$ cat src/sbpr_pkg.sv
// Shared types and constants for the byte pattern replace block.
package sbpr_pkg;

  localparam int unsigned BYTE_W   = 8;
  localparam int unsigned PAT_W    = 64;
  localparam int unsigned LEN_W    = 4;
  localparam int unsigned IDX_W    = 3;
  localparam int unsigned CNT_W    = 32;
  localparam int unsigned CFG_IDX_W = 2;

  localparam logic [CFG_IDX_W-1:0] REG_MATCH_PATTERN   = 2'd0;
  localparam logic [CFG_IDX_W-1:0] REG_REPLACE_PATTERN = 2'd1;
  localparam logic [CFG_IDX_W-1:0] REG_PATTERN_LENGTH  = 2'd2;

  typedef struct packed {
    logic [BYTE_W-1:0] data_byte;
    logic              end_of_stream;
  } in_word_t;

  typedef struct packed {
    logic [BYTE_W-1:0] out_byte;
    logic              last_of_run;
    logic              stream_done;
    logic [CNT_W-1:0]  replacements_made;
  } out_word_t;

  // Run of bytes handed from the matcher to the emitter
  typedef struct packed {
    logic              load;
    logic [PAT_W-1:0]  pat;
    logic [LEN_W-1:0]  n_pat;
    logic              tail;
    logic [BYTE_W-1:0] tail_byte;
    logic              eos;
  } run_cmd_t;

endpackage

$ cat src/sbpr_matcher.sv
// Configuration registers, partial-match tracking and replacement counter.
module sbpr_matcher import sbpr_pkg::*; #(
  parameter int unsigned MAX_PATTERN_BYTES = 8
) (
  input  logic                 clk,
  input  logic                 rst_n,
  input  logic                 cfg_wr_en,
  input  logic [CFG_IDX_W-1:0] cfg_index,
  input  logic [PAT_W-1:0]     cfg_wdata,
  input  logic                 accept,
  input  in_word_t             in_word,
  output run_cmd_t             cmd,
  output logic [CNT_W-1:0]     total
);

  localparam logic [LEN_W-1:0] MAX_LEN = LEN_W'(MAX_PATTERN_BYTES);

  logic [PAT_W-1:0]  match_r, match_nxt;
  logic [PAT_W-1:0]  repl_r, repl_nxt;
  logic [LEN_W-1:0]  plen_r, plen_nxt;
  logic [IDX_W-1:0]  ms_r, ms_nxt;
  logic [CNT_W-1:0]  total_r, total_nxt;

  logic [LEN_W-1:0]  len_eff;
  logic [IDX_W-1:0]  idx;
  logic [LEN_W-1:0]  idx1;
  logic [BYTE_W-1:0] pbyte;
  logic              hit;
  logic              complete;

  always_comb begin
    if (plen_r == '0) begin
      len_eff = LEN_W'(1);
    end else if (plen_r > MAX_LEN) begin
      len_eff = MAX_LEN;
    end else begin
      len_eff = plen_r;
    end
  end

  // Drop a stale index left by a shorter length
  assign idx      = ({1'b0, ms_r} >= len_eff) ? '0 : ms_r;
  assign idx1     = {1'b0, idx} + LEN_W'(1);
  assign pbyte    = match_r[{idx, 3'b000} +: BYTE_W];
  assign hit      = (in_word.data_byte == pbyte);
  assign complete = hit && (idx1 == len_eff);

  always_comb begin
    cmd.pat       = complete ? repl_r : match_r;
    cmd.tail      = !hit;
    cmd.tail_byte = in_word.data_byte;
    cmd.eos       = in_word.end_of_stream;
    if (complete) begin
      cmd.n_pat = len_eff;
    end else if (hit) begin
      cmd.n_pat = in_word.end_of_stream ? idx1 : '0;
    end else begin
      cmd.n_pat = {1'b0, idx};
    end
    cmd.load = accept && ((cmd.n_pat != '0) || cmd.tail);
  end

  always_comb begin
    match_nxt = match_r;
    repl_nxt  = repl_r;
    plen_nxt  = plen_r;
    ms_nxt    = ms_r;
    total_nxt = total_r;
    if (accept) begin
      if (complete || !hit || in_word.end_of_stream) begin
        ms_nxt = '0;
      end else begin
        ms_nxt = idx1[IDX_W-1:0];
      end
      if (complete && (total_r != '1)) begin
        total_nxt = total_r + CNT_W'(1);
      end
    end
    if (cfg_wr_en) begin
      case (cfg_index)
        REG_MATCH_PATTERN: begin
          match_nxt = cfg_wdata;
          ms_nxt    = '0;
        end
        REG_REPLACE_PATTERN: begin
          repl_nxt = cfg_wdata;
        end
        REG_PATTERN_LENGTH: begin
          plen_nxt = cfg_wdata[LEN_W-1:0];
          ms_nxt   = '0;
        end
        default: begin
        end
      endcase
    end
  end

  always_ff @(posedge clk) begin
    if (!rst_n) begin
      match_r <= '0;
      repl_r  <= '0;
      plen_r  <= LEN_W'(1);
      ms_r    <= '0;
      total_r <= '0;
    end else begin
      match_r <= match_nxt;
      repl_r  <= repl_nxt;
      plen_r  <= plen_nxt;
      ms_r    <= ms_nxt;
      total_r <= total_nxt;
    end
  end

  assign total = total_r;

endmodule

$ cat src/sbpr_emitter.sv
// Byte shift register playing out a run, one word per cycle unless stalled, into od_r.
module sbpr_emitter import sbpr_pkg::*; (
  input  logic             clk,
  input  logic             rst_n,
  input  run_cmd_t         cmd,
  input  logic [CNT_W-1:0] total,
  output logic             busy,
  output logic             out_valid,
  input  logic             out_ready,
  output out_word_t        out_data
);

  logic [PAT_W-1:0]  sh_r, sh_nxt;
  logic [LEN_W-1:0]  cnt_r, cnt_nxt;
  logic              tail_r, tail_nxt;
  logic [BYTE_W-1:0] tbyte_r, tbyte_nxt;
  logic              eos_r, eos_nxt;
  logic              ov_r, ov_nxt;
  out_word_t         od_r, od_nxt;
  logic              take;
  logic              last;

  assign busy = (cnt_r != '0) || tail_r;
  assign take = !ov_r || out_ready;
  assign last = (cnt_r == '0) || ((cnt_r == LEN_W'(1)) && !tail_r);

  always_comb begin
    sh_nxt    = sh_r;
    cnt_nxt   = cnt_r;
    tail_nxt  = tail_r;
    tbyte_nxt = tbyte_r;
    eos_nxt   = eos_r;
    ov_nxt    = ov_r;
    od_nxt    = od_r;
    if (busy && take) begin
      ov_nxt                   = 1'b1;
      od_nxt.last_of_run       = last;
      od_nxt.stream_done       = last && eos_r;
      od_nxt.replacements_made = total;
      if (cnt_r != '0) begin
        od_nxt.out_byte = sh_r[BYTE_W-1:0];
        sh_nxt          = sh_r >> BYTE_W;
        cnt_nxt         = cnt_r - LEN_W'(1);
      end else begin
        od_nxt.out_byte = tbyte_r;
        tail_nxt        = 1'b0;
      end
    end else if (take) begin
      ov_nxt = 1'b0;
    end
    // Only accepted while idle, so a load never meets a run in progress
    if (cmd.load) begin
      sh_nxt    = cmd.pat;
      cnt_nxt   = cmd.n_pat;
      tail_nxt  = cmd.tail;
      tbyte_nxt = cmd.tail_byte;
      eos_nxt   = cmd.eos;
    end
  end

  always_ff @(posedge clk) begin
    if (!rst_n) begin
      cnt_r  <= '0;
      tail_r <= 1'b0;
      ov_r   <= 1'b0;
    end else begin
      cnt_r  <= cnt_nxt;
      tail_r <= tail_nxt;
      ov_r   <= ov_nxt;
    end
  end

  always_ff @(posedge clk) begin
    sh_r    <= sh_nxt;
    tbyte_r <= tbyte_nxt;
    eos_r   <= eos_nxt;
    od_r    <= od_nxt;
  end

  assign out_valid = ov_r;
  assign out_data  = od_r;

endmodule

$ cat src/stream_byte_pattern_replace.sv
// Streaming byte pattern find-and-replace, top level.
// An accepted input word's run is loaded into the emitter shift register and
// played out through the output register; an input giving no output word does
// not hold the input, one giving n words (1..8) holds it while its run plays out.
// Reset (synchronous, active low): match index, counter and run cleared,
// patterns zero, pattern length one.
module stream_byte_pattern_replace import sbpr_pkg::*; #(
  parameter int unsigned MAX_PATTERN_BYTES = 8
) (
  input  logic                 clk,
  input  logic                 rst_n,
  input  logic                 cfg_wr_en,
  input  logic [CFG_IDX_W-1:0] cfg_index,
  input  logic [PAT_W-1:0]     cfg_wdata,
  input  logic                 in_valid,
  output logic                 in_ready,
  input  in_word_t             in_data,
  output logic                 out_valid,
  input  logic                 out_ready,
  output out_word_t            out_data
);

  run_cmd_t         cmd;
  logic [CNT_W-1:0] total;
  logic             busy;
  logic             accept;

  assign in_ready = !busy;
  assign accept   = in_valid && in_ready;

  sbpr_matcher #(
    .MAX_PATTERN_BYTES(MAX_PATTERN_BYTES)
  ) u_matcher (
    .clk       (clk),
    .rst_n     (rst_n),
    .cfg_wr_en (cfg_wr_en),
    .cfg_index (cfg_index),
    .cfg_wdata (cfg_wdata),
    .accept    (accept),
    .in_word   (in_data),
    .cmd       (cmd),
    .total     (total)
  );

  sbpr_emitter u_emitter (
    .clk       (clk),
    .rst_n     (rst_n),
    .cmd       (cmd),
    .total     (total),
    .busy      (busy),
    .out_valid (out_valid),
    .out_ready (out_ready),
    .out_data  (out_data)
  );

endmodule

$ cat config.mk
export PLATFORM = sky130hd
export DESIGN_NAME = stream_byte_pattern_replace
export DESIGN_NICKNAME = d
export VERILOG_FILES = /design/src/sbpr_pkg.sv /design/src/sbpr_matcher.sv /design/src/sbpr_emitter.sv /design/src/stream_byte_pattern_replace.sv
export SDC_FILE = /design/constraint.sdc
export NUM_CORES = 1
export LEC_CHECK = 0
export ABC_AREA = 1
export BUFFER_PORTS_ARGS = -buffer_cell sky130_fd_sc_hd__clkbuf_2
export CORE_MARGIN = 2
export CORE_UTILIZATION = 30
export CTS_CLUSTER_SIZE = 14
export DETAILED_ROUTE_END_ITERATION = 6
export GPL_TIMING_DRIVEN = 0
export PLACE_DENSITY = 0.46
export SLEW_MARGIN = 25
export SYNTH_ARGS = -nofsm -noshare
export SYNTH_HDL_FRONTEND = slang
export SYNTH_HIERARCHICAL = 1
export SYNTH_SLANG_ARGS = --single-unit
$ cat constraint.sdc
create_clock -name clk -period 6.6 [get_ports clk]
set_input_delay 1.32 -clock clk [delete_from_list [all_inputs] [get_ports clk]]
set_output_delay 1.32 -clock clk [all_outputs]
set_load 0.1 [all_outputs]
# --- Word-level counts from Yosys, hierarchy flattened ---
# Cells that the tools add are included.
totals:
  register_bits: 288
  in_bits: 80
  output_inout_bits: 44
  wordCells: 83
op_classes:
  addsub: 3
  order_cmp: 2
  n_eq_ne: 7
  n_shift: 1
  muxes: 23
  n_reduce_logical: 32
ops:
  columns: ["op", "n"]
  rows:
  - ["$mux 64", 4]
  - ["$shiftx 64x7->8", 1]
  - ["$add 32x1->32 const B", 1]
  - ["$mux 4", 8]
  - ["$ne 32x32->1 const B", 1]
  - ["$mux 3", 5]
  - ["$reduce_and 2->1", 6]
  - ["$eq 8x8->1", 1]
  - ["$logic_not 4->1", 2]
  - ["$mux 8", 1]
  - ["$reduce_bool 4->1", 2]
  - ["$logic_and 1x1->1", 7]
  - ["$logic_or 1x1->1", 6]
  - ["$reduce_bool 2->1", 3]
  - ["$mux 1", 5]
  - ["$add 3x1->4 const B", 1]
  - ["$eq 4x1->1 const B", 1]
  - ["$eq 4x4->1", 1]
  - ["$ge 3x4->1", 1]
  - ["$gt 4x4->1 const B", 1]
  - ["$logic_not 1->1", 4]
  - ["$sub 4x1->4 const B", 1]
  - ["$eq 2x1->1 const B", 1]
  - ["$eq 2x2->1 const B", 1]
  - ["3 further kinds", 3]

# --- Logic depth before layout (Yosys ltp) ---
# Gate-level depths: netlist of run 1.
logic_depth:
  ltp_word: 14
  depth_mapped: 33
  mapped_depth_nobuf: 31

# --- Cells and area by module ---
# The synthesis of run 1 kept the hierarchy.
modules_own_cells:
  columns: ["mod", "instances", "cells_per_inst", "area_each_um2"]
  rows:
  - ["sbpr_matcher", 1, 1368, 8764.7]
  - ["sbpr_emitter", 1, 393, 4690.7]
  - ["stream_byte_pattern_replace", 1, 3, 13.8]

# --- Worst setup path after synthesis of run 1 ---
# No wires, ideal clock.
synth_timing:
  path_kind: "flip-flop to flip-flop"
  from: "register u_matcher.ms_r[0]"
  to: "register u_emitter.sh_r[0], enable pin"
  arrival_ns: 4.366
  setup_slack_ns: 1.856
  stages_incl_launch_ff: 28
  n_path_buf: 5
  synth_period_minus_slack_ns: 4.744
  cell_sequence: "dfxtp_1 > clkbuf_1 > clkbuf_1 > inv_1 > ha_1 > inv_1 > nand2_1 > nand2_1 > nand2_1 > nand2_2 > buf_6 > nand2_4 > clkinv_2 > buf_6 > ha_1 > xnor2_1 > xor2_1 > nor4_4 > inv_2 > nand3_1 > nor2_1 > nor2_1 > nand2_1 > nor2_1 > nor2_1 > buf_4 > inv_4 > nand2_4"
synth_rtl:
  columns: ["element", "line_no", "source"]
  rows:
  - ["start, declared", "sbpr_matcher.sv:21", "logic [IDX_W-1:0] ms_r, ms_nxt;"]
  - ["start signal, assigned", "sbpr_matcher.sv:109", "ms_r <= ms_nxt;"]
  - ["end signal, assigned", "sbpr_emitter.sv:74", "sh_r <= sh_nxt;"]
  - ["end, declared", "sbpr_emitter.sv:13", "logic [PAT_W-1:0] sh_r, sh_nxt;"]

==> results.sh, run 1 <==
export IMPL_run_status="completed"
export IMPL_synth_warnings=6
export IMPL_core_um2=44200
export IMPL_worst_r2r_setup_slack_ns=0.83
export IMPL_power_mw=6.69
export IMPL_antenna_found_initial=0
export IMPL_setup_tns_final_ns=0
export IMPL_via_per_inst=4.66
export IMPL_crit_path_max_incr_delay_ns=0.48
export IMPL_intPower_mw=4.05
export IMPL_drt_first_iter_violations=726
export IMPL_clk_latency_ns=0.54
export IMPL_fill_cells=4732
export IMPL_drt_wirelength_per_cell_um=17.5
export IMPL_start_util_pct=30.5
export IMPL_cpMostUsedCell="nand2_1"
export IMPL_synth_area_um2=13500
export IMPL_power_leakage_nw=6.91
export IMPL_pwr_density_cell_nw_per_um2=417
export IMPL_p_sw_share_pct=39.5
export IMPL_rsz0062_at_grt="no"
export IMPL_critPathKind="flop to flop"
export IMPL_grt_total_usage_pct=19.1
export IMPL_gp_congestion=0.894
export IMPL_die_h_um=216
export IMPL_io_pins=124
export IMPL_syn_area_per_cell_um2=7.64
export IMPL_yosys_top_cells_area="dfxtp_1, edfxtp_1, nand2_1"
export IMPL_cp_required_ns=6.80
export IMPL_final_setup_viol_count=0
export IMPL_yosysSeqAreaShare_pct=51.4
export IMPL_synth_edf_count=115
export IMPL_slew_limit_headroom_pct=31.2
export IMPL_comb_power_share_pct=32.1
export IMPL_drc=0
export IMPL_drtAntennaViolNets=0
export IMPL_synth_cell_types=38
export IMPL_whs_path_depth=0
export IMPL_yosysTopAreaCell="dfxtp_1"
export IMPL_p_switching_mw=2.64
export IMPL_async_flop_share_pct=0
export IMPL_fin_nets=2013
export IMPL_rows=77
export IMPL_totalWireLength_um=44500
export IMPL_rr_worst_depth=28
export IMPL_period_share_pct=87.5
export IMPL_io_buffers=123
export IMPL_cap_violations=0
export IMPL_regArea_um2=6920
export IMPL_arrival_ns=5.97
export IMPL_tightest_slew_ns=1.03
export IMPL_hold_slack_ns=0.434
export IMPL_drv_slew=0
export IMPL_slowest_stage="clkbuf_1"
export IMPL_cts_clk_slew_worst_paths_ns=0.06
export IMPL_final_cell_mix="nand2_1, nor2_1, dfxtp_1"
export IMPL_hpwl_um=33400
export IMPL_crit_fanout=48
export IMPL_vias=11900
export IMPL_firstDrtPassIters=5
export IMPL_cts_htree_levels=2
export IMPL_fin_skew_ns=0.0166
export IMPL_synthCells=1764
export IMPL_synth_ff_latch_count=288
export IMPL_ir_drop_mv=0.269
export IMPL_cts_buffer_depth=3
export IMPL_synth_main_ff_cell="dfxtp_1"
export IMPL_dieArea_um2=46600
export IMPL_die_w_um=216
export IMPL_cts_sinks=288
export IMPL_diodes=0
export IMPL_synth_nets=1851
export IMPL_multiInputGateArea_um2=5640
export IMPL_cts_root_buf="clkbuf_16"
export IMPL_layout_commonest_cell="nand2_1"
export IMPL_grt_pass1_wl_um=67700
export IMPL_hold_viol=0
export IMPL_synth_top_area_share_pct=25.7
export IMPL_cts_tree="done"
export IMPL_numCtsBuffers=35
export IMPL_cp_start_kind="flop"
export IMPL_drive_above_1_share_pct=12.7
export IMPL_syn2layout_area_growth_pct=19.1
export IMPL_fin_crit_ns=5.77
export IMPL_grt_overflow=0
export IMPL_clkPwrFrac_pct=29.3
export IMPL_max_freq_ghz=0.173
export IMPL_grt_pass1_vias=11300
export IMPL_pwr_share_seq_pct=38.6
export IMPL_grt_max_degree=72
export IMPL_end_kind="flop"
export IMPL_hold_class="flop to flop"
[metrics by stage]
step	utilization (%)	cells	instance area (µm²)	setup WS (ns)
6_report	36.3	2542	16000	0.827
5_1_grt	36.3	2542	16000	0.283
2_1_floorplan	-	1764	13500	1.86
4_1_cts	36.2	2541	16000	0.259
3_3_place_gp	33.5	2479	14800	0.297
3_5_place_dp	33.6	2480	14800	0.269
[synth_stat cells, types with 2 or more instances]
cell,number
nand2_1,592
nor2_1,260
dfxtp_1,173
o21ai_0,159
edfxtp_1,115
nand3_1,96
inv_1,87
a21oi_1,66
clkbuf_1,64
xor2_1,28
buf_4,21
buf_2,12
nor3_1,11
nor4_1,10
xnor2_1,8
buf_6,7
ha_1,7
inv_2,7
nand3b_1,7
nor2_2,6
nand4_1,5
nand2_2,3
a21oi_2,2
buf_1,2
nand2_4,2
nor3b_1,2
[final cells by class]
type,count,share of cell area (%)
flip-flops and latches,288,43.1
well taps,592,4.62
clock inverters,10,0.772
plain buffers,106,3.39
inverters,97,2.29
repair buffers,125,4.13
clock buffers,51,6.53
multi-input cells,1273,35.2
[repair_timing]
item | CTS | global route
hold buffers | 0 | 0
setup endpoints to repair | 0 | 20
setup buffers | 0 | 0
resized for setup | 0 | 1
hold endpoints to repair | 0 | 0
[sequential cells by signal, indices dropped and copies added, names as in the netlist, 3 cells and up]
register and cells:
u_emitter/tbyte_r 8, u_matcher/match_r 64, u_matcher/total 32, u_emitter/sh_r 64, u_matcher/repl_r 64, u_matcher/ms_r 3
u_emitter/cnt_r 4, u_matcher/plen_r 4, u_emitter/out_data 42
[critical path: cells and delay by family, from the launching register on]
kind	cells	cell delay, ns
AND/OR/NAND/NOR	13	1.58
adder cells (fa/ha/maj)	2	0.49
XOR/XNOR	2	0.58
flip-flops	1	0.32
buffers and inverters	11	2.39
[worst paths after layout]
| kind | start | endpoint |
|---|---|---|
| min | u_matcher/total[21] | u_emitter/out_data[21] |
| min reg2reg | u_matcher/total[21] | u_emitter/out_data[21] |
| max reg2reg | u_matcher/ms_r[0] | u_emitter/sh_r[56] |
| max | u_matcher/ms_r[0] | u_emitter/sh_r[56] |
[metal layers]
metal	GRT usage, %	wire (µm)
met1	26.9	21400
met2	30.1	19700
met3	2.71	2260
met4	6.14	1080
met5	0	0
[cells by family (layout without fill, tap and decap cells)]
| logic type | count (synthesis) | in the layout | synth area share [%] |
|---|---|---|---|
| AO/OA/AOI/OAI | 230 | 230 | 8.67 |
| XOR/XNOR | 36 | 36 | 2.34 |
| adder cells (fa/ha/maj) | 7 | 7 | 0.650 |
| buffers and inverters | 203 | 389 | 6.77 |
| flip-flops | 288 | 288 | 51.4 |
| multiplexers | 1 | 1 | 0.0743 |
| AND/OR/NAND/NOR | 999 | 999 | 30.1 |
[power by group through the flow]
stage,clock [mW],combinational [mW],sequential (mW)
after floorplan,0,0.736,3.49
after CTS,2.02,2.15,2.60
final,1.96,2.15,2.59
after detailed placement,0,2.14,2.64
after global placement,0,2.11,2.64
after global routing,2.08,2.31,2.63
Power figures use the tool's default switching activity.
==> run 2: changes to the inputs <==
BUFFER_PORTS_ARGS = not set   (was -buffer_cell sky130_fd_sc_hd__clkbuf_2)
DONT_BUFFER_PORTS = 1   (was not set)
PLACE_DENSITY = 0.44   (was 0.46)
==> run 2 against run 1 <==
Against the previous run:
- power down 2.1%
- largest cell class unchanged
- clock skew up 0.0018 ns
- worst setup slack worse by 0.22 ns
- flip-flop and latch count unchanged
==> results.sh, run 2 (same netlist as run 1, synthesis figures left out) <==
export IMPL_setup_tns_final_ns=0
export IMPL_p_switching_mw=2.62
export IMPL_core_um2=44200
export IMPL_via_per_inst=4.76
export IMPL_die_w_um=216
export IMPL_layout_commonest_cell="nand2_1"
export IMPL_fill_cells=4767
export IMPL_firstDrtPassIters=5
export IMPL_use_met2_pct=30.4
export IMPL_post_cts_resized=0
export IMPL_tightest_slew_ns=0.975
export IMPL_cts_sinks=288
export IMPL_comb_power_share_pct=16.6
export IMPL_grt_total_usage_pct=19.3
export IMPL_hold_slack_ns=0.436
export IMPL_clkPwrFrac_pct=29.9
export IMPL_multiInputGateArea_um2=5650
export IMPL_crit_path_max_incr_delay_ns=0.65
export IMPL_arrival_ns=6.16
export IMPL_worst_r2r_setup_slack_ns=0.60
export IMPL_fin_skew_ns=0.0183
export IMPL_drive_above_1_share_pct=6.62
export IMPL_io_buffers=0
export IMPL_numCtsBuffers=35
export IMPL_grtUsageMet1_pct=26.7
export IMPL_p_sw_share_pct=40.0
export IMPL_slowest_stage="nor2_1"
export IMPL_vias=11500
export IMPL_ir_drop_mv=0.261
export IMPL_grt_max_degree=72
export IMPL_cp_start_kind="flop"
export IMPL_reg_top3="u_emitter/sh_r: 64 flops, u_matcher/match_r: 64 flops, u_matcher/repl_r: 64 flops"
export IMPL_io_pins=124
export IMPL_hold_viol=0
export IMPL_gp_congestion=0.926
export IMPL_pwr_density_cell_nw_per_um2=425
export IMPL_drt_first_iter_violations=874
export IMPL_end_kind="flop"
export IMPL_cap_violations=0
export IMPL_cts_root_buf="clkbuf_16"
export IMPL_regArea_um2=6920
export IMPL_dieArea_um2=46600
export IMPL_final_setup_viol_count=0
export IMPL_cts_htree_levels=2
export IMPL_cts_tree="done"
export IMPL_rows=77
export IMPL_fin_crit_ns=6.00
export IMPL_period_share_pct=90.9
export IMPL_fin_nets=1889
export IMPL_grt_overflow=0
export IMPL_antenna_found_initial=0
export IMPL_power_mw=6.55
export IMPL_final_cell_mix="nand2_1, nor2_1, dfxtp_1"
export IMPL_crit_fanout=71
export IMPL_grt_pass1_vias=11200
export IMPL_hpwl_um=33600
export IMPL_utilization_pct=34.8
export IMPL_pwr_share_seq_pct=53.5
export IMPL_drt_wirelength_per_cell_um=18.6
export IMPL_drc=0
export IMPL_diodes=0
export IMPL_clk_latency_ns=0.54
export IMPL_ctsHoldBuffers=0
export IMPL_reg2reg_from="u_matcher/ms_r[0]"
export IMPL_intPower_mw=3.93
export IMPL_run_status="completed"
export IMPL_rsz0062_at_grt="no"
export IMPL_start_util_pct=30.5
export IMPL_rr_endpoint="u_emitter/sh_r[57]"
export IMPL_whs_endpoint="u_emitter/out_data[21]"
export IMPL_min_from="u_matcher/total[21]"
export IMPL_max_freq_ghz=0.167
export IMPL_busiest_layer="met2"
export IMPL_cp_required_ns=6.76
export IMPL_die_h_um=216
export IMPL_met3_usage_pct=3.81
export IMPL_totalWireLength_um=44900
export IMPL_power_leakage_nw=6.37
export IMPL_drv_slew=0
export IMPL_cts_setup_buffers=0
export IMPL_critPathKind="flop to flop"
export IMPL_grt_pass1_wl_um=68400
export IMPL_drtAntennaViolNets=0
export IMPL_cts_buffer_depth=3
export IMPL_cts_clk_slew_worst_paths_ns=0.06
export IMPL_rr_worst_depth=27
export IMPL_slew_limit_headroom_pct=34.9
export IMPL_syn2layout_area_growth_pct=14.4
export IMPL_whs_path_depth=0
export IMPL_hold_class="flop to flop"
==> run 2: worst max path at each step <==
stage / startpoint / endpoint / slack (ns)
after floorplan: u_matcher/ms_r[0] / u_emitter/sh_r[0] / 1.86
after global placement: u_matcher/ms_r[0] / u_emitter/sh_r[42] / 0.32
after detailed placement: u_matcher/ms_r[0] / u_emitter/sh_r[35] / 0.31
after CTS: u_matcher/ms_r[0] / u_emitter/sh_r[35] / 0.29
after global routing: u_matcher/ms_r[0] / u_emitter/sh_r[62] / 0.21
final: u_matcher/ms_r[0] / u_emitter/sh_r[57] / 0.60
==> run 2: layout make-up <==
| class | instances | share of cell area [%] |
|---|---|---|
| timing repair buffer | 1 | 0.130 |
| clock inverter | 10 | 0.674 |
| multi-input combinational | 1273 | 36.7 |
| clock buffer | 53 | 6.93 |
| inverter | 97 | 2.39 |
| sequential | 288 | 44.9 |
| tap | 592 | 4.81 |
| buffer | 106 | 3.53 |
==> run 2: metal layers <==
metal | share of wire (%) | wire length [µm] | vias up
met1 | 47 | 21200 | 5421
met3 | 6.2 | 2770 | 60
met4 | 2.5 | 1100 | 0
met2 | 44 | 19900 | 287
met5 | 0 | 0 | -
li1 | - | - | 5752
==> run 2: worst max-delay path, delay by kind of cell (launching register included) <==
family / cells / cell delay [ns]
xor+xnor: 2 / 0.60
buf+inv: 10 / 2.16
simple gates: 13 / 1.90
flops: 1 / 0.32
fa+ha+maj: 2 / 0.49
==> run 2: per-stage QoR <==
| step | area, µm² | setup WS (ns) | cells |
|---|---|---|---|
| after floorplan | 13500 | 1.86 | 1764 |
| after global placement | 14200 | 0.320 | 2356 |
| after detailed placement | 14200 | 0.311 | 2357 |
| after CTS | 15400 | 0.290 | 2420 |
| after global routing | 15400 | 0.215 | 2420 |
| final | 15400 | 0.603 | 2420 |
==> run 2: power groups by stage <==
stage	registers (mW)	clock network [mW]	logic [mW]
after global routing	3.55	2.09	1.24
after global placement	3.56	0	1.07
final	3.50	1.96	1.09
after floorplan	3.49	0	0.736
after detailed placement	3.55	0	1.10
after CTS	3.52	2.02	1.11
